$ cat config.mk
export PLATFORM = sky130hd
export DESIGN_NAME = rolling_window_stats_flat
export DESIGN_NICKNAME = d
export VERILOG_FILES = /design/src/design/rws_pkg.sv /design/src/design/rws_sample_if.sv /design/src/design/rws_result_if.sv /design/src/design/rolling_window_stats.sv /design/src/design/rws_ram.sv /design/src/design/rws_mul.sv /design/src/design/rws_div.sv /design/src/flat_wrapper.sv
export SDC_FILE = /design/constraint.sdc
export NUM_CORES = 2
export LEC_CHECK = 0
export BUFFER_PORTS_ARGS = -buffer_cell sky130_fd_sc_hd__buf_2
export CORE_MARGIN = 10
export CORE_UTILIZATION = 40
export CTS_CLUSTER_DIAMETER = 120
export DETAILED_ROUTE_END_ITERATION = 16
export GPL_ROUTABILITY_DRIVEN = 0
export PLACE_DENSITY = 0.64
export SLEW_MARGIN = 15
export SYNTH_ARGS = -nofsm -noshare
export SYNTH_HDL_FRONTEND = slang
export SYNTH_SLANG_ARGS = --single-unit
$ cat constraint.sdc
create_clock -name clk -period 10.7 [get_ports clk]
set_input_delay 3.21 -clock clk [delete_from_list [all_inputs] [get_ports clk]]
set_output_delay 3.21 -clock clk [all_outputs]
set_load 0.005 [all_outputs]
$ cat src/design/rws_pkg.sv
// ----------------------------------------------------------------------------
// rws_pkg: shared constants and types for the rolling window statistics block
// Field widths, window geometry, arithmetic unit widths and the sequencer
// state type.
// ----------------------------------------------------------------------------
package rws_pkg;

    localparam int WINDOW = 16;
    localparam int POS_W = $clog2(WINDOW);
    localparam int CNT_W = $clog2(WINDOW + 1);

    localparam int TEMP_W = 16;
    localparam int HUM_W = 16;
    localparam int TIME_W = 32;
    localparam int VAR_W = 32;
    localparam int RATE_W = 24;
    localparam int EDGE_W = 5;

    localparam int SUM_W = TEMP_W + POS_W;
    localparam int SQ_W = 2 * TEMP_W - 1 + POS_W;
    localparam int NUM_W = SQ_W + CNT_W;
    localparam int DEN_W = 2 * CNT_W;

    localparam int MUL_A_W = SQ_W;
    localparam int MUL_B_W = SUM_W;
    localparam int MUL_P_W = MUL_A_W + MUL_B_W;
    localparam int MUL_CNT_W = $clog2(MUL_B_W + 1);

    localparam int DIV_N_W = NUM_W;
    localparam int DIV_D_W = TIME_W;
    localparam int DIV_CNT_W = $clog2(DIV_N_W + 1);

    localparam int MS_PER_S_Q8 = 256000;
    localparam int RATE_NUM_W = EDGE_W + 18;

    localparam logic [EDGE_W-1:0] EDGE_MAX = '1;
    localparam logic [RATE_W-1:0] RATE_MAX = '1;
    localparam logic [VAR_W-1:0] VAR_MAX = '1;

    typedef enum logic [3:0] {
        ST_IDLE,
        ST_LOAD,
        ST_SQ_START,
        ST_SQ_WAIT,
        ST_PROD_START,
        ST_PROD_WAIT,
        ST_VAR_START,
        ST_VAR_WAIT,
        ST_FINISH
    } state_t;

endpackage

$ cat src/design/rws_sample_if.sv
// ----------------------------------------------------------------------------
// rws_sample_if: sensor reading channel
// Valid/ready handshake carrying one sensor reading per word.
// ----------------------------------------------------------------------------
interface rws_sample_if;
    import rws_pkg::*;

    logic                     valid;
    logic                     ready;
    logic signed [TEMP_W-1:0] temperature;
    logic [HUM_W-1:0]         humidity;
    logic                     motion;
    logic                     door_state;
    logic [TIME_W-1:0]        time_ms;

    modport source (
        output valid,
        output temperature,
        output humidity,
        output motion,
        output door_state,
        output time_ms,
        input  ready
    );

    modport sink (
        input  valid,
        input  temperature,
        input  humidity,
        input  motion,
        input  door_state,
        input  time_ms,
        output ready
    );

endinterface

$ cat src/design/rws_result_if.sv
// ----------------------------------------------------------------------------
// rws_result_if: statistics result channel
// Valid/ready handshake carrying the echoed reading and window statistics.
// ----------------------------------------------------------------------------
interface rws_result_if;
    import rws_pkg::*;

    logic                     valid;
    logic                     ready;
    logic signed [TEMP_W-1:0] temp_out;
    logic [HUM_W-1:0]         humidity_out;
    logic                     motion_out;
    logic                     door_out;
    logic signed [TEMP_W-1:0] temp_mean;
    logic [VAR_W-1:0]         temp_var;
    logic [RATE_W-1:0]        motion_rate;
    logic [TIME_W-1:0]        time_out;

    modport source (
        output valid,
        output temp_out,
        output humidity_out,
        output motion_out,
        output door_out,
        output temp_mean,
        output temp_var,
        output motion_rate,
        output time_out,
        input  ready
    );

    modport sink (
        input  valid,
        input  temp_out,
        input  humidity_out,
        input  motion_out,
        input  door_out,
        input  temp_mean,
        input  temp_var,
        input  motion_rate,
        input  time_out,
        output ready
    );

endinterface

$ cat src/design/rolling_window_stats.sv
// ----------------------------------------------------------------------------
// rolling_window_stats: sliding window temperature mean/variance and
// motion event rate
// Each reading is echoed together with the mean and sample variance of the
// last WINDOW temperatures and the rate of rising motion edges per second (Q16.8).
// ----------------------------------------------------------------------------
// The block works on one reading at a time. Each reading makes two passes
// through a pair of shift-add multipliers (squares, then the variance
// numerator terms) followed by a restoring divider that produces the variance
// one quotient bit per cycle from a numerator of NUM_W = 31 + log2 WINDOW +
// log2(WINDOW + 1) bits. The mean and rate divisions run alongside on their
// own dividers. The input is ready again in the cycle after the result has
// been placed in the output register, even while that result waits to be
// taken; a result still waiting when the next one is done holds the block
// until it is taken.
// The temperature ring lives in a small RAM; entries not yet written read as
// zero through the fill count, so no clearing pass is needed after reset.
module rolling_window_stats (
    input logic          clk,
    input logic          rst_n,
    rws_sample_if.sink   sample,
    rws_result_if.source result
);
    import rws_pkg::*;

    state_t state_reg;
    state_t state_next;

    logic in_ready;
    logic load_item;
    logic sq_start;
    logic prod_start;
    logic var_start;
    logic out_load;
    logic out_free;
    logic accept;

    logic [POS_W-1:0]         pos_reg;
    logic [POS_W-1:0]         pos_next;
    logic [CNT_W-1:0]         fill_reg;
    logic [CNT_W-1:0]         fill_next;
    logic signed [SUM_W-1:0]  sum_reg;
    logic signed [SUM_W-1:0]  sum_next;
    logic [SQ_W-1:0]          sumsq_reg;
    logic [SQ_W-1:0]          sumsq_next;
    logic [EDGE_W-1:0]        edge_cnt_reg;
    logic [EDGE_W-1:0]        edge_hit;
    logic                     edge_inc;
    logic                     last_motion_reg;
    logic [TIME_W-1:0]        window_start_reg;
    logic                     wrap;

    logic signed [TEMP_W-1:0] temp_reg;
    logic [HUM_W-1:0]         hum_reg;
    logic                     motion_reg;
    logic                     door_reg;
    logic [TIME_W-1:0]        time_reg;
    logic [POS_W-1:0]         item_pos_reg;
    logic                     old_valid_reg;
    logic signed [TEMP_W-1:0] old_reg;
    logic signed [TEMP_W-1:0] old_val;
    logic [TIME_W-1:0]        elapsed_reg;
    logic [RATE_NUM_W-1:0]    rate_num_reg;
    logic [NUM_W-1:0]         num_reg;
    logic [NUM_W-1:0]         num_next;
    logic [NUM_W-1:0]         n_sumsq;
    logic [NUM_W-1:0]         sum_sq;
    logic [DEN_W-1:0]         den;

    logic [TEMP_W-1:0]        ram_rdata;
    logic [TEMP_W-1:0]        t_mag;
    logic [TEMP_W-1:0]        o_mag;
    logic [SUM_W-1:0]         s1_mag;

    logic                     mul_start;
    logic [MUL_A_W-1:0]       mul0_a;
    logic [MUL_B_W-1:0]       mul0_b;
    logic [MUL_A_W-1:0]       mul1_a;
    logic [MUL_B_W-1:0]       mul1_b;
    logic [MUL_P_W-1:0]       mul0_p;
    logic [MUL_P_W-1:0]       mul1_p;
    logic                     mul0_busy;
    logic                     mul1_busy;
    logic                     mul_busy;

    logic [DIV_N_W-1:0]       mean_q;
    logic [DIV_N_W-1:0]       rate_q;
    logic [DIV_N_W-1:0]       var_q;
    logic                     mean_busy;
    logic                     rate_busy;
    logic                     var_busy;

    logic [TEMP_W-1:0]        mean_mag;
    logic [TEMP_W-1:0]        mean_val;
    logic [VAR_W-1:0]         var_val;
    logic [RATE_W-1:0]        rate_val;

    logic                     out_valid_reg;
    logic signed [TEMP_W-1:0] temp_out_reg;
    logic [HUM_W-1:0]         hum_out_reg;
    logic                     motion_out_reg;
    logic                     door_out_reg;
    logic [TEMP_W-1:0]        mean_out_reg;
    logic [VAR_W-1:0]         var_out_reg;
    logic [RATE_W-1:0]        rate_out_reg;
    logic [TIME_W-1:0]        time_out_reg;

    // ------------------------------------------------------------------
    // Sequencer
    // ------------------------------------------------------------------
    assign accept   = sample.valid && in_ready;
    assign out_free = !out_valid_reg || result.ready;
    assign mul_busy = mul0_busy || mul1_busy;

    always_comb
    begin
        state_next = state_reg;
        unique case (state_reg)
            ST_IDLE:
            begin
                if (accept)
                begin
                    state_next = ST_LOAD;
                end
            end
            ST_LOAD:       state_next = ST_SQ_START;
            ST_SQ_START:   state_next = ST_SQ_WAIT;
            ST_SQ_WAIT:
            begin
                if (!mul_busy)
                begin
                    state_next = ST_PROD_START;
                end
            end
            ST_PROD_START: state_next = ST_PROD_WAIT;
            ST_PROD_WAIT:
            begin
                if (!mul_busy)
                begin
                    state_next = ST_VAR_START;
                end
            end
            ST_VAR_START:  state_next = ST_VAR_WAIT;
            ST_VAR_WAIT:
            begin
                if (!var_busy)
                begin
                    state_next = ST_FINISH;
                end
            end
            ST_FINISH:
            begin
                if (out_free)
                begin
                    state_next = ST_IDLE;
                end
            end
            default:       state_next = ST_IDLE;
        endcase
    end

    always_comb
    begin
        in_ready   = 1'b0;
        load_item  = 1'b0;
        sq_start   = 1'b0;
        prod_start = 1'b0;
        var_start  = 1'b0;
        out_load   = 1'b0;
        unique case (state_reg)
            ST_IDLE:       in_ready   = 1'b1;
            ST_LOAD:       load_item  = 1'b1;
            ST_SQ_START:   sq_start   = 1'b1;
            ST_PROD_START: prod_start = 1'b1;
            ST_VAR_START:  var_start  = 1'b1;
            ST_FINISH:     out_load   = out_free;
            default:       ;
        endcase
    end

    assign sample.ready = in_ready;

    // ------------------------------------------------------------------
    // Window bookkeeping
    // ------------------------------------------------------------------
    assign wrap      = (pos_reg == POS_W'(WINDOW - 1));
    assign pos_next  = wrap ? '0 : pos_reg + 1'b1;
    assign fill_next = (fill_reg == CNT_W'(WINDOW)) ? fill_reg : fill_reg + 1'b1;
    assign edge_inc  = sample.motion && !last_motion_reg && (edge_cnt_reg != EDGE_MAX);
    assign edge_hit  = edge_cnt_reg + EDGE_W'(edge_inc);

    assign old_val    = old_valid_reg ? $signed(ram_rdata) : '0;
    assign sum_next   = sum_reg + SUM_W'(temp_reg) - SUM_W'(old_val);
    assign sumsq_next = sumsq_reg + SQ_W'(mul0_p) - SQ_W'(mul1_p);

    assign n_sumsq  = NUM_W'(mul0_p);
    assign sum_sq   = NUM_W'(mul1_p);
    assign num_next = (n_sumsq >= sum_sq) ? n_sumsq - sum_sq : '0;
    assign den      = DEN_W'(fill_reg) * DEN_W'(fill_reg - 1'b1);

    assign t_mag  = temp_reg[TEMP_W-1] ? (~temp_reg + 1'b1) : temp_reg;
    assign o_mag  = old_reg[TEMP_W-1] ? (~old_reg + 1'b1) : old_reg;
    assign s1_mag = sum_reg[SUM_W-1] ? (~sum_reg + 1'b1) : sum_reg;

    always_ff @(posedge clk or negedge rst_n)
    begin
        if (!rst_n)
        begin
            state_reg        <= ST_IDLE;
            pos_reg          <= '0;
            fill_reg         <= '0;
            sum_reg          <= '0;
            sumsq_reg        <= '0;
            edge_cnt_reg     <= '0;
            last_motion_reg  <= 1'b0;
            window_start_reg <= '0;
            out_valid_reg    <= 1'b0;
        end
        else
        begin
            state_reg <= state_next;
            if (accept)
            begin
                pos_reg         <= pos_next;
                fill_reg        <= fill_next;
                last_motion_reg <= sample.motion;
                if (wrap)
                begin
                    edge_cnt_reg     <= '0;
                    window_start_reg <= sample.time_ms;
                end
                else
                begin
                    edge_cnt_reg <= edge_hit;
                end
            end
            if (load_item)
            begin
                sum_reg <= sum_next;
            end
            if (state_reg == ST_SQ_WAIT && !mul_busy)
            begin
                sumsq_reg <= sumsq_next;
            end
            if (out_load)
            begin
                out_valid_reg <= 1'b1;
            end
            else if (result.ready)
            begin
                out_valid_reg <= 1'b0;
            end
        end
    end

    always_ff @(posedge clk)
    begin
        if (accept)
        begin
            temp_reg      <= sample.temperature;
            hum_reg       <= sample.humidity;
            motion_reg    <= sample.motion;
            door_reg      <= sample.door_state;
            time_reg      <= sample.time_ms;
            item_pos_reg  <= pos_reg;
            old_valid_reg <= (CNT_W'(pos_reg) < fill_reg);
            elapsed_reg   <= sample.time_ms - window_start_reg;
            rate_num_reg  <= RATE_NUM_W'(edge_hit) * RATE_NUM_W'(MS_PER_S_Q8);
        end
        if (load_item)
        begin
            old_reg <= old_val;
        end
        if (state_reg == ST_PROD_WAIT && !mul_busy)
        begin
            num_reg <= num_next;
        end
        if (out_load)
        begin
            temp_out_reg   <= temp_reg;
            hum_out_reg    <= hum_reg;
            motion_out_reg <= motion_reg;
            door_out_reg   <= door_reg;
            mean_out_reg   <= mean_val;
            var_out_reg    <= var_val;
            rate_out_reg   <= rate_val;
            time_out_reg   <= time_reg;
        end
    end

    // ------------------------------------------------------------------
    // Temperature ring
    // ------------------------------------------------------------------
    rws_ram #(
        .WIDTH (TEMP_W),
        .DEPTH (WINDOW)
    ) u_ring (
        .clk   (clk),
        .we    (load_item),
        .waddr (item_pos_reg),
        .wdata (temp_reg),
        .raddr (pos_reg),
        .rdata (ram_rdata)
    );

    // ------------------------------------------------------------------
    // Multipliers: squares first, then n*S2 and S1*S1
    // ------------------------------------------------------------------
    assign mul_start = sq_start || prod_start;
    assign mul0_a    = sq_start ? MUL_A_W'(t_mag) : MUL_A_W'(sumsq_reg);
    assign mul0_b    = sq_start ? MUL_B_W'(t_mag) : MUL_B_W'(fill_reg);
    assign mul1_a    = sq_start ? MUL_A_W'(o_mag) : MUL_A_W'(s1_mag);
    assign mul1_b    = sq_start ? MUL_B_W'(o_mag) : MUL_B_W'(s1_mag);

    rws_mul u_mul0 (
        .clk     (clk),
        .rst_n   (rst_n),
        .start   (mul_start),
        .a       (mul0_a),
        .b       (mul0_b),
        .busy    (mul0_busy),
        .product (mul0_p)
    );

    rws_mul u_mul1 (
        .clk     (clk),
        .rst_n   (rst_n),
        .start   (mul_start),
        .a       (mul1_a),
        .b       (mul1_b),
        .busy    (mul1_busy),
        .product (mul1_p)
    );

    // ------------------------------------------------------------------
    // Dividers: rate, mean, variance
    // ------------------------------------------------------------------
    rws_div u_rate_div (
        .clk      (clk),
        .rst_n    (rst_n),
        .start    (load_item),
        .dividend (DIV_N_W'(rate_num_reg)),
        .divisor  (elapsed_reg),
        .busy     (rate_busy),
        .quotient (rate_q)
    );

    rws_div u_mean_div (
        .clk      (clk),
        .rst_n    (rst_n),
        .start    (sq_start),
        .dividend (DIV_N_W'(s1_mag)),
        .divisor  (DIV_D_W'(fill_reg)),
        .busy     (mean_busy),
        .quotient (mean_q)
    );

    rws_div u_var_div (
        .clk      (clk),
        .rst_n    (rst_n),
        .start    (var_start),
        .dividend (num_reg),
        .divisor  (DIV_D_W'(den)),
        .busy     (var_busy),
        .quotient (var_q)
    );

    // ------------------------------------------------------------------
    // Result formatting: sign, saturation, special cases
    // ------------------------------------------------------------------
    assign mean_mag = TEMP_W'(mean_q);
    assign mean_val = sum_reg[SUM_W-1] ? (~mean_mag + 1'b1) : mean_mag;

    always_comb
    begin
        priority if (fill_reg < CNT_W'(2))
        begin
            var_val = '0;
        end
        else if (|var_q[DIV_N_W-1:VAR_W])
        begin
            var_val = VAR_MAX;
        end
        else
        begin
            var_val = var_q[VAR_W-1:0];
        end
    end

    always_comb
    begin
        priority if (elapsed_reg == '0)
        begin
            rate_val = '0;
        end
        else if (|rate_q[DIV_N_W-1:RATE_W])
        begin
            rate_val = RATE_MAX;
        end
        else
        begin
            rate_val = rate_q[RATE_W-1:0];
        end
    end

    assign result.valid        = out_valid_reg;
    assign result.temp_out     = temp_out_reg;
    assign result.humidity_out = hum_out_reg;
    assign result.motion_out   = motion_out_reg;
    assign result.door_out     = door_out_reg;
    assign result.temp_mean    = mean_out_reg;
    assign result.temp_var     = var_out_reg;
    assign result.motion_rate  = rate_out_reg;
    assign result.time_out     = time_out_reg;

`ifndef SYNTHESIS
    a_ring_order: assert property (@(posedge clk) disable iff (!rst_n)
        (fill_reg == CNT_W'(WINDOW)) || (CNT_W'(pos_reg) == fill_reg))
        else $error("write position out of step with fill count");

    a_units_started: assert property (@(posedge clk) disable iff (!rst_n)
        state_reg == ST_SQ_START |=> mul0_busy && mul1_busy && mean_busy)
        else $error("square pass did not start its units");

    a_side_divs_done: assert property (@(posedge clk) disable iff (!rst_n)
        state_reg == ST_VAR_WAIT && !var_busy |-> !mean_busy && !rate_busy)
        else $error("mean or rate division still running at finish");

    a_result_source: assert property (@(posedge clk) disable iff (!rst_n)
        $rose(out_valid_reg) |-> $past(state_reg) == ST_FINISH)
        else $error("result word raised outside finish");
`endif

endmodule

$ cat src/design/rws_ram.sv
// ----------------------------------------------------------------------------
// rws_ram: generic single-port-write, single-port-read RAM
// One write and one registered read per cycle.
// ----------------------------------------------------------------------------
module rws_ram #(
    parameter int WIDTH = 16,
    parameter int DEPTH = 16
) (
    input  logic                     clk,
    input  logic                     we,
    input  logic [$clog2(DEPTH)-1:0] waddr,
    input  logic [WIDTH-1:0]         wdata,
    input  logic [$clog2(DEPTH)-1:0] raddr,
    output logic [WIDTH-1:0]         rdata
);

    logic [WIDTH-1:0] mem [DEPTH];
    logic [WIDTH-1:0] rdata_reg;

    always_ff @(posedge clk)
    begin
        if (we)
        begin
            mem[waddr] <= wdata;
        end
        rdata_reg <= mem[raddr];
    end

    assign rdata = rdata_reg;

endmodule

$ cat src/design/rws_mul.sv
// ----------------------------------------------------------------------------
// rws_mul: radix-2 shift-add multiplier
// Unsigned product, one multiplier bit per cycle, LSB first.
// ----------------------------------------------------------------------------
module rws_mul (
    input  logic                        clk,
    input  logic                        rst_n,
    input  logic                        start,
    input  logic [rws_pkg::MUL_A_W-1:0] a,
    input  logic [rws_pkg::MUL_B_W-1:0] b,
    output logic                        busy,
    output logic [rws_pkg::MUL_P_W-1:0] product
);
    import rws_pkg::*;

    logic [MUL_CNT_W-1:0] cnt_reg;
    logic [MUL_A_W-1:0]   mcand_reg;
    logic [MUL_P_W-1:0]   prod_reg;
    logic [MUL_A_W:0]     partial;

    // add the multiplicand into the upper half when the current bit is set
    assign partial = {1'b0, prod_reg[MUL_P_W-1:MUL_B_W]}
                   + (prod_reg[0] ? {1'b0, mcand_reg} : {(MUL_A_W + 1){1'b0}});

    always_ff @(posedge clk or negedge rst_n)
    begin
        if (!rst_n)
        begin
            cnt_reg <= '0;
        end
        else if (start)
        begin
            cnt_reg <= MUL_CNT_W'(MUL_B_W);
        end
        else if (busy)
        begin
            cnt_reg <= cnt_reg - 1'b1;
        end
    end

    always_ff @(posedge clk)
    begin
        if (start)
        begin
            mcand_reg <= a;
            prod_reg  <= {{MUL_A_W{1'b0}}, b};
        end
        else if (busy)
        begin
            prod_reg <= {partial, prod_reg[MUL_B_W-1:1]};
        end
    end

    assign busy    = (cnt_reg != '0);
    assign product = prod_reg;

endmodule

$ cat src/design/rws_div.sv
// ----------------------------------------------------------------------------
// rws_div: restoring divider
// Unsigned quotient, one quotient bit per cycle, MSB first.
// ----------------------------------------------------------------------------
module rws_div (
    input  logic                        clk,
    input  logic                        rst_n,
    input  logic                        start,
    input  logic [rws_pkg::DIV_N_W-1:0] dividend,
    input  logic [rws_pkg::DIV_D_W-1:0] divisor,
    output logic                        busy,
    output logic [rws_pkg::DIV_N_W-1:0] quotient
);
    import rws_pkg::*;

    logic [DIV_CNT_W-1:0] cnt_reg;
    logic [DIV_N_W-1:0]   quo_reg;
    logic [DIV_D_W-1:0]   rem_reg;
    logic [DIV_D_W-1:0]   dvs_reg;
    logic [DIV_D_W:0]     trial;
    logic [DIV_D_W:0]     diff;
    logic                 fits;

    assign trial = {rem_reg, quo_reg[DIV_N_W-1]};
    assign fits  = (trial >= {1'b0, dvs_reg});
    assign diff  = trial - {1'b0, dvs_reg};

    always_ff @(posedge clk or negedge rst_n)
    begin
        if (!rst_n)
        begin
            cnt_reg <= '0;
        end
        else if (start)
        begin
            cnt_reg <= DIV_CNT_W'(DIV_N_W);
        end
        else if (busy)
        begin
            cnt_reg <= cnt_reg - 1'b1;
        end
    end

    always_ff @(posedge clk)
    begin
        if (start)
        begin
            quo_reg <= dividend;
            rem_reg <= '0;
            dvs_reg <= divisor;
        end
        else if (busy)
        begin
            quo_reg <= {quo_reg[DIV_N_W-2:0], fits};
            rem_reg <= fits ? diff[DIV_D_W-1:0] : trial[DIV_D_W-1:0];
        end
    end

    assign busy     = (cnt_reg != '0);
    assign quotient = quo_reg;

endmodule

$ cat src/flat_wrapper.sv
// flat-port wrapper written by rule: the top's interface ports become plain ports
module rolling_window_stats_flat import rws_pkg::*;
  (clk, rst_n, sample_valid, sample_temperature, sample_humidity, sample_motion, sample_door_state, sample_time_ms, sample_ready, result_valid, result_temp_out, result_humidity_out, result_motion_out, result_door_out, result_temp_mean, result_temp_var, result_motion_rate, result_time_out, result_ready);
  rws_sample_if sample_i ();
  rws_result_if result_i ();
  input logic clk;
  input logic rst_n;
  input wire logic [$bits(sample_i.valid)-1:0] sample_valid;
  input wire logic [$bits(sample_i.temperature)-1:0] sample_temperature;
  input wire logic [$bits(sample_i.humidity)-1:0] sample_humidity;
  input wire logic [$bits(sample_i.motion)-1:0] sample_motion;
  input wire logic [$bits(sample_i.door_state)-1:0] sample_door_state;
  input wire logic [$bits(sample_i.time_ms)-1:0] sample_time_ms;
  output wire logic [$bits(sample_i.ready)-1:0] sample_ready;
  output wire logic [$bits(result_i.valid)-1:0] result_valid;
  output wire logic [$bits(result_i.temp_out)-1:0] result_temp_out;
  output wire logic [$bits(result_i.humidity_out)-1:0] result_humidity_out;
  output wire logic [$bits(result_i.motion_out)-1:0] result_motion_out;
  output wire logic [$bits(result_i.door_out)-1:0] result_door_out;
  output wire logic [$bits(result_i.temp_mean)-1:0] result_temp_mean;
  output wire logic [$bits(result_i.temp_var)-1:0] result_temp_var;
  output wire logic [$bits(result_i.motion_rate)-1:0] result_motion_rate;
  output wire logic [$bits(result_i.time_out)-1:0] result_time_out;
  input wire logic [$bits(result_i.ready)-1:0] result_ready;
  assign sample_i.valid = sample_valid;
  assign sample_i.temperature = sample_temperature;
  assign sample_i.humidity = sample_humidity;
  assign sample_i.motion = sample_motion;
  assign sample_i.door_state = sample_door_state;
  assign sample_i.time_ms = sample_time_ms;
  assign sample_ready = sample_i.ready;
  assign result_valid = result_i.valid;
  assign result_temp_out = result_i.temp_out;
  assign result_humidity_out = result_i.humidity_out;
  assign result_motion_out = result_i.motion_out;
  assign result_door_out = result_i.door_out;
  assign result_temp_mean = result_i.temp_mean;
  assign result_temp_var = result_i.temp_var;
  assign result_motion_rate = result_i.motion_rate;
  assign result_time_out = result_i.time_out;
  assign result_i.ready = result_ready;
  rolling_window_stats u_core (.clk(clk), .rst_n(rst_n), .sample(sample_i), .result(result_i));
endmodule
# Word level (Yosys, flattened, before mapping)
# Memories as Yosys holds them, arrays and structs flattened. A register that Yosys moved wholly into a read port is not among the register bits.
# Cells that the tools add are included.
word_totals:
  mem_count: 1
  mem_bits_rw: 256
  out_inout_bits: 140
  ff_bits: 887
  wordCells: 190
mem_list:
  columns: ["name", "words", "width", "read_ports", "rd_ports_with_merged_regs", "write_ports", "line_no", "text"]
  rows:
  - ["u_core.u_ring.mem", 16, 16, 1, 1, 1, "rws_ram.sv:17", "logic [WIDTH-1:0] mem [DEPTH];"]
classes:
  multipliers: 2
  n_eq_ne: 16
  mux: 54
  n_reduce_logical: 29
  n_addsub: 24
  order_cmp: 6
  bitwise: 5
ops:
  columns: ["cell", "count"]
  rows:
  - ["two-way mux 20 bit", 8]
  - ["two-way mux 32 bit", 4]
  - ["two-way mux 16 bit", 7]
  - ["two-way mux 40 bit", 2]
  - ["adder 35 x 35 -> 36 bit", 2]
  - ["two-way mux 35 bit", 2]
  - ["subtractor 32 bit", 2]
  - ["adder 16 x 1 -> 16 bit, second input constant", 3]
  - ["NOT 16 bit", 3]
  - ["two-way mux 23 bit", 2]
  - [">= comparator 40 bit", 1]
  - ["subtractor 40 bit", 1]
  - ["two-way mux 6 bit", 6]
  - ["case mux 4 bit (9 select lines)", 1]
  - ["adder 35 bit", 1]
  - ["subtractor 35 bit", 1]
  - [">= comparator 33 x 10 -> 1 bit", 1]
  - [">= comparator 33 x 32 -> 1 bit", 1]
  - [">= comparator 33 x 5 -> 1 bit", 1]
  - ["zero test 32 bit", 1]
  - ["subtractor 32 x 10 -> 32 bit", 1]
  - ["subtractor 32 x 5 -> 32 bit", 1]
  - ["two-way mux 5 bit", 5]
  - ["two-way mux 24 bit", 1]
  - ["other kinds (36)", 78]

# Depth between registers and ports, before layout
logic_depth:
  word_depth: 5
  ltp_mapped: 21
  mapped_depth_nobuf: 21

# Modules after synthesis
# Synthesis repeated with hierarchy kept, for this count alone.
hier_totals:
  cells_unflattened: 5883
  area_unflattened_um2: 65914.5
modules_own_cells:
  columns: ["module", "area_each_um2", "cells_each", "n_inst"]
  rows:
  - ["rolling_window_stats", 26193.9, 2552, 1]
  - ["rws_div", 6159.7, 593, 3]
  - ["rws_ram", 10042.1, 432, 1]
  - ["rws_mul (u_core.u_mul0)", 5748.0, 574, 1]
  - ["rws_mul (u_core.u_mul1)", 5451.5, 546, 1]

# Worst setup path before layout
# Ideal clock, no wire load.
synth_path:
  kind: "input to register"
  startpoint: "input result_ready"
  endpoint: "register u_core.door_out_reg (netlist: u_core.result.door_out), enable pin"
  setup_ns: 0.653
  stages: 2
  arrival_time_ns: 9.421
  setup_slack_ns: 0.626
  n_path_buf: 0
  required_time_ns: 10.047
  path_cell_list: "nand2b_1 > nor2b_1"
synth_via:
  elab_chain_len: 2
synth_lines:
  columns: ["item", "line_no", "text"]
  rows:
  - ["start, declared", "flat_wrapper.sv:24", "input wire logic [$bits(result_i.ready)-1:0] result_ready;"]
  - ["logical OR 1 bit", "rolling_window_stats.sv:112", "assign out_free = !out_valid_reg || result.ready;"]
  - ["two-way mux 1 bit", "rolling_window_stats.sv:170", "unique case (state_reg)"]
  - ["named net u_core.out_load", "rolling_window_stats.sv:34", "logic out_load;"]
  - ["end signal, assigned", "rolling_window_stats.sv:283", "door_out_reg <= door_reg;"]
  - ["end, declared", "rolling_window_stats.sv:102", "logic door_out_reg;"]
# The timed path passes the listed nets, and every way through them passes these cells.
# A chain may end at the register's enable or synchronous reset.

# Worst setup path in the final report
layout_path:
  startpoint: "input sample_motion"
  endpoint: "register u_core.rate_num_reg[22] (data pin)"
layout_via:
  elab_chain_len: 4
layout_lines:
  columns: ["item", "line_no", "text"]
  rows:
  - ["start, declared", "flat_wrapper.sv:11", "input wire logic [$bits(sample_i.motion)-1:0] sample_motion;"]
  - ["logical AND 1 bit (2 in series)", "rolling_window_stats.sv:189", "assign edge_inc = sample.motion && !last_motion_reg && (edge_cnt_reg != EDGE_MAX);"]
  - ["adder 5 x 1 -> 5 bit", "rolling_window_stats.sv:190", "assign edge_hit = edge_cnt_reg + EDGE_W'(edge_inc);"]
  - ["multiplier 5 x 7 -> 12 bit", "rolling_window_stats.sv:268", "rate_num_reg <= RATE_NUM_W'(edge_hit) * RATE_NUM_W'(MS_PER_S_Q8);"]
  - ["end signal, assigned", "rolling_window_stats.sv:268", null]
  - ["end, declared", "rolling_window_stats.sv:63", "logic [RATE_NUM_W-1:0] rate_num_reg;"]
# No other way between the ends.

==> summary.md <==
| Metric | Value |
|---|---|
| # port buffers | between 200 and 250 |
| WHS Endpoint | u_core.result.time_out[7] |
| Worst-Margin Slew | 1180 ps |
| Worst setup margin | 3890 ps |
| Post-CTS setup buffers | 0 |
| Count leader, synth | edfxtp_1 |
| Unrepaired setup endpoints after global routing | false |
| Die height | between 400 and 500 um |
| Vias | 39800 |
| I/O pin total | 210 |
| Library cells used by synthesis | ~90 |
| CP required | between 10000 and 15000 ps |
| Area of the mapped netlist | between 50000 and 60000 um2 |
| Post-Route Skew | 57.2 ps |
| Status | completed |
| EDFF count, synth | around 790 |
| # resized after CTS | 0 |
| Global-route wire length before repair | 223000 um |
| DRT Wirelength | 142000 um |
| R2R depth | 21 |
| Fin crit share | 63.6% |
| Crit Path Max Fanout | 3 |
| Synth top area share | 40.2% |
| Worst R2R Setup Slack | about 6000 ps |
| Hold Path Class | reg -> reg |
| Synth top area cells | edfxtp_1 (40%), dfxtp_1 (7.4%), ha_1 (6.1%) |
| Pre-Repair DR Iteration Count | 6 |
| Pre-CTS WS | between 3000 and 4000 ps |
| CP delay by family, top | adder cells |
| Simple-gate share of the synthesized area | between 10 and 15% |
| Largest net degree at the start of global routing | 87 |
| CP peak stage delay | about 550 ps |
| WP data arrival | ~7300 ps |
| Maxcap violations | 0 |
| Vias/cell | between 5 and 6 |
| Commonest cells in the netlist | edfxtp_1 (789), nand2_1 (601), inv_1 (466) |
| Syn Area/Cell | 11.0 um2 |
| Worst flop-to-flop path startpoint | u_core.edge_cnt_reg[3] |
| Cells after DPL | about 7400 |
| H-tree depth | 3 |
| TritonCTS clock tree | done |
| RR Endpoint | u_core.rate_num_reg[22] |
| Post-CTS Hold Buffers | 0 |
| Area growth, synth to finish | 12.4% |
| Worst VDD drop | about 170 uV |
| Largest register FFs | 256 |
| # DRC | 0 |
| Cts bufs inserted | 115 |
| CP max stage cell | fa_1 |
| Longest Clk Path Bufs | 3 |
| Min Clock Period, post-route | 6810 ps |
| Area leader, netlist | edfxtp_1 |
| Biggest register | u_core.u_ring.mem |
| Slew HR | around 21% |
| Post-synthesis adder-cell area fraction | between 9 and 10% |
| Final Slew Violations | 0 |
| Detail Route Antenna Nets | 0 |
| Routed wire per std cell | between 15 and 20 um |
| CP cell instances | buf_2 -> inv_1 -> a311oi_1 -> ha_1 -> ha_1 -> nand3_1 -> xor2_1 -> fa_1 -> inv_1 -> fa_1 -> inv_1 -> fa_1 -> inv_1 -> ha_1 -> inv_1 -> nor2_1 -> nor2_1 -> o21bai_1 -> a21oi_1 -> o21bai_1 -> a21oi_1 -> xnor2_1 |
| Clock Sink Count | approximately 1100 |
| Main synth FF type | edfxtp_1 |
| Most used cell, CP | inv_1 |
| Die area | 163000 um2 |
| Clock Pin Slew Worst Setup and Hold Paths | roughly 60 ps |
| Final Non-Filler Cells | roughly 7600 |
| Largest family of logic cells by synthesized area | simple AND/OR/NAND/NOR gates |
| Core region area | approximately 150000 um2 |
| Worst setup EP type | flop |
| Final net count | 5995 |
| Die Wd | 404 um |
| Final Hold Fails | 0 |
| Post-DP HPWL | roughly 100000 um |
| Syn Inst Count | 5352 |
| Maximum clock frequency | around 0.15 GHz |
| Rows | 140 |
| Setup TNS | 0 ps |
| Warnings, synthesis | 0 |
| Compound-gate portion of the synthesized area | between 10% and 20% |
| XOR/XNOR share of the synthesized area | 4.70% |
| Seq/Total Area, Yosys | 53.4% |
| PD cells | ~330 nW/um2 |
| Post-synth ARST share | a little under an eighth |
| Hold path startpoint | u_core.time_reg[7] |
| Number of synthesized register bits | around 1100 |
| Hold path depth | 0 |
| Drt initial violations | 2908 |
| Fillers | around 13000 |
| Initial antenna violation count | 5 |
| Setup CP Type | in -> reg |
| Initial Util | between 40 and 50% |
| Setup violators final | 0 |
| CTS root buf | clkbuf_16 |
| Mux contribution to synthesized area | 4.36% |
| Total grt overflow | 0 |
| Clock latency on the worst-skew pair | 760 ps |
| Total GRT Usage | between 10% and 20% |
| CP Launch Type | input pin |
| Layout cells sized above 1 | between 10% and 20% |
| Vias in the first global route | around 40000 |
| WP buf/inv | 6 |
| Lkg Pwr | approximately 27 nW |
[worst max-delay path by stage]
| stage | end | cells past startpoint | start | slack, ps |
|---|---|---|---|---|
| 2_1_floorplan | u_core.result.door_out | 2 | result_ready | 630 |
| 3_3_place_gp | u_core.rate_num_reg[22] | 22 | sample_motion | 3110 |
| 3_5_place_dp | u_core.rate_num_reg[22] | 22 | sample_motion | 3050 |
| 4_1_cts | u_core.rate_num_reg[22] | 22 | sample_motion | 3880 |
| 5_1_grt | u_core.rate_num_reg[22] | 21 | sample_motion | 3500 |
| 6_report | u_core.rate_num_reg[22] | 22 | sample_motion | 3890 |
[layout by cell type (no fill, tap or decap), drive strengths merged, types with 65 or more instances in the layout]
cell and count:
inv 472, nor2 408, xnor2 225, o21ai 304, buf 273, ha 286, edfxtp 789, clkbuf 145
dfrtp 135, a21oi 360, nand2 601, nand2b 65, dfxtp 219, xor2 91, and2 91, fa 86
o21a 71, a21o 107, nor3 89, mux4 80
[metrics by stage]
stage	utilization, %	instance area, um2	hold WS [ps]	total power, mW
final	45.4	66200	415	21.6
after global routing	45.4	66200	422	23.3
after CTS	45.4	66200	416	21.7
after detailed placement	42.6	62200	405	17.4
after global placement	42.6	62200	400	17.2
after floorplan	-	58900	400	14.8
[area by class of cell]
cell class	instances	area (um2)	share of cell area, %
Antenna cell	2	5.00	0.00756
Clock buffer	145	3150	4.77
Tap cell	1917	2400	3.62
Multi-Input combinational cell	3549	25000	37.8
Sequential cell	1143	31500	47.5
Timing Repair Buffer	273	1530	2.32
Inverter	471	1780	2.69
Clock inverter	75	843	1.27
[worst reg2reg max path, cell delays in order (launching register included)]
cell and delay [ps]:
dfrtp_1 410, and3_1 180, a311oi_1 280, ha_1 220
ha_1 180, nand3_1 100, xor2_1 190, fa_1 560
inv_1 100, fa_1 510, inv_1 50, fa_1 500
inv_1 40, ha_1 310, inv_1 80, nor2_1 50
nor2_1 140, o21bai_1 90, a21oi_1 220, o21bai_1 90
a21oi_1 170, xnor2_1 90
[cell families after synthesis]
| logic type | count (synthesis) |
|---|---|
| AO/OA/AOI/OAI | 1136 |
| XOR/XNOR | 316 |
| adder cells (fa/ha/maj) | 372 |
| buffers and inverters | 668 |
| flip-flops | 1143 |
| multiplexers | 151 |
| other | 2 |
| AND/OR/NAND/NOR | 1564 |
[metal layers]
metal / GRT usage (%) / vias to the layer above / part of all wire (%)
met2: 28.1 / 954 / 47
met5: 0 / - / 0.027
met3: 2.79 / 200 / 5.4
li1: - / 19400 / -
met4: 4.34 / 4 / 2.3
met1: 23.2 / 19200 / 46
[report_power, final]
part,internal [mW],switching (mW)
clock,2.38,1.82
sequential,6.19,0.877
combinational,4.26,6.10
total,12.8,8.80
Note: power is estimated with default switching activity, not from simulation.
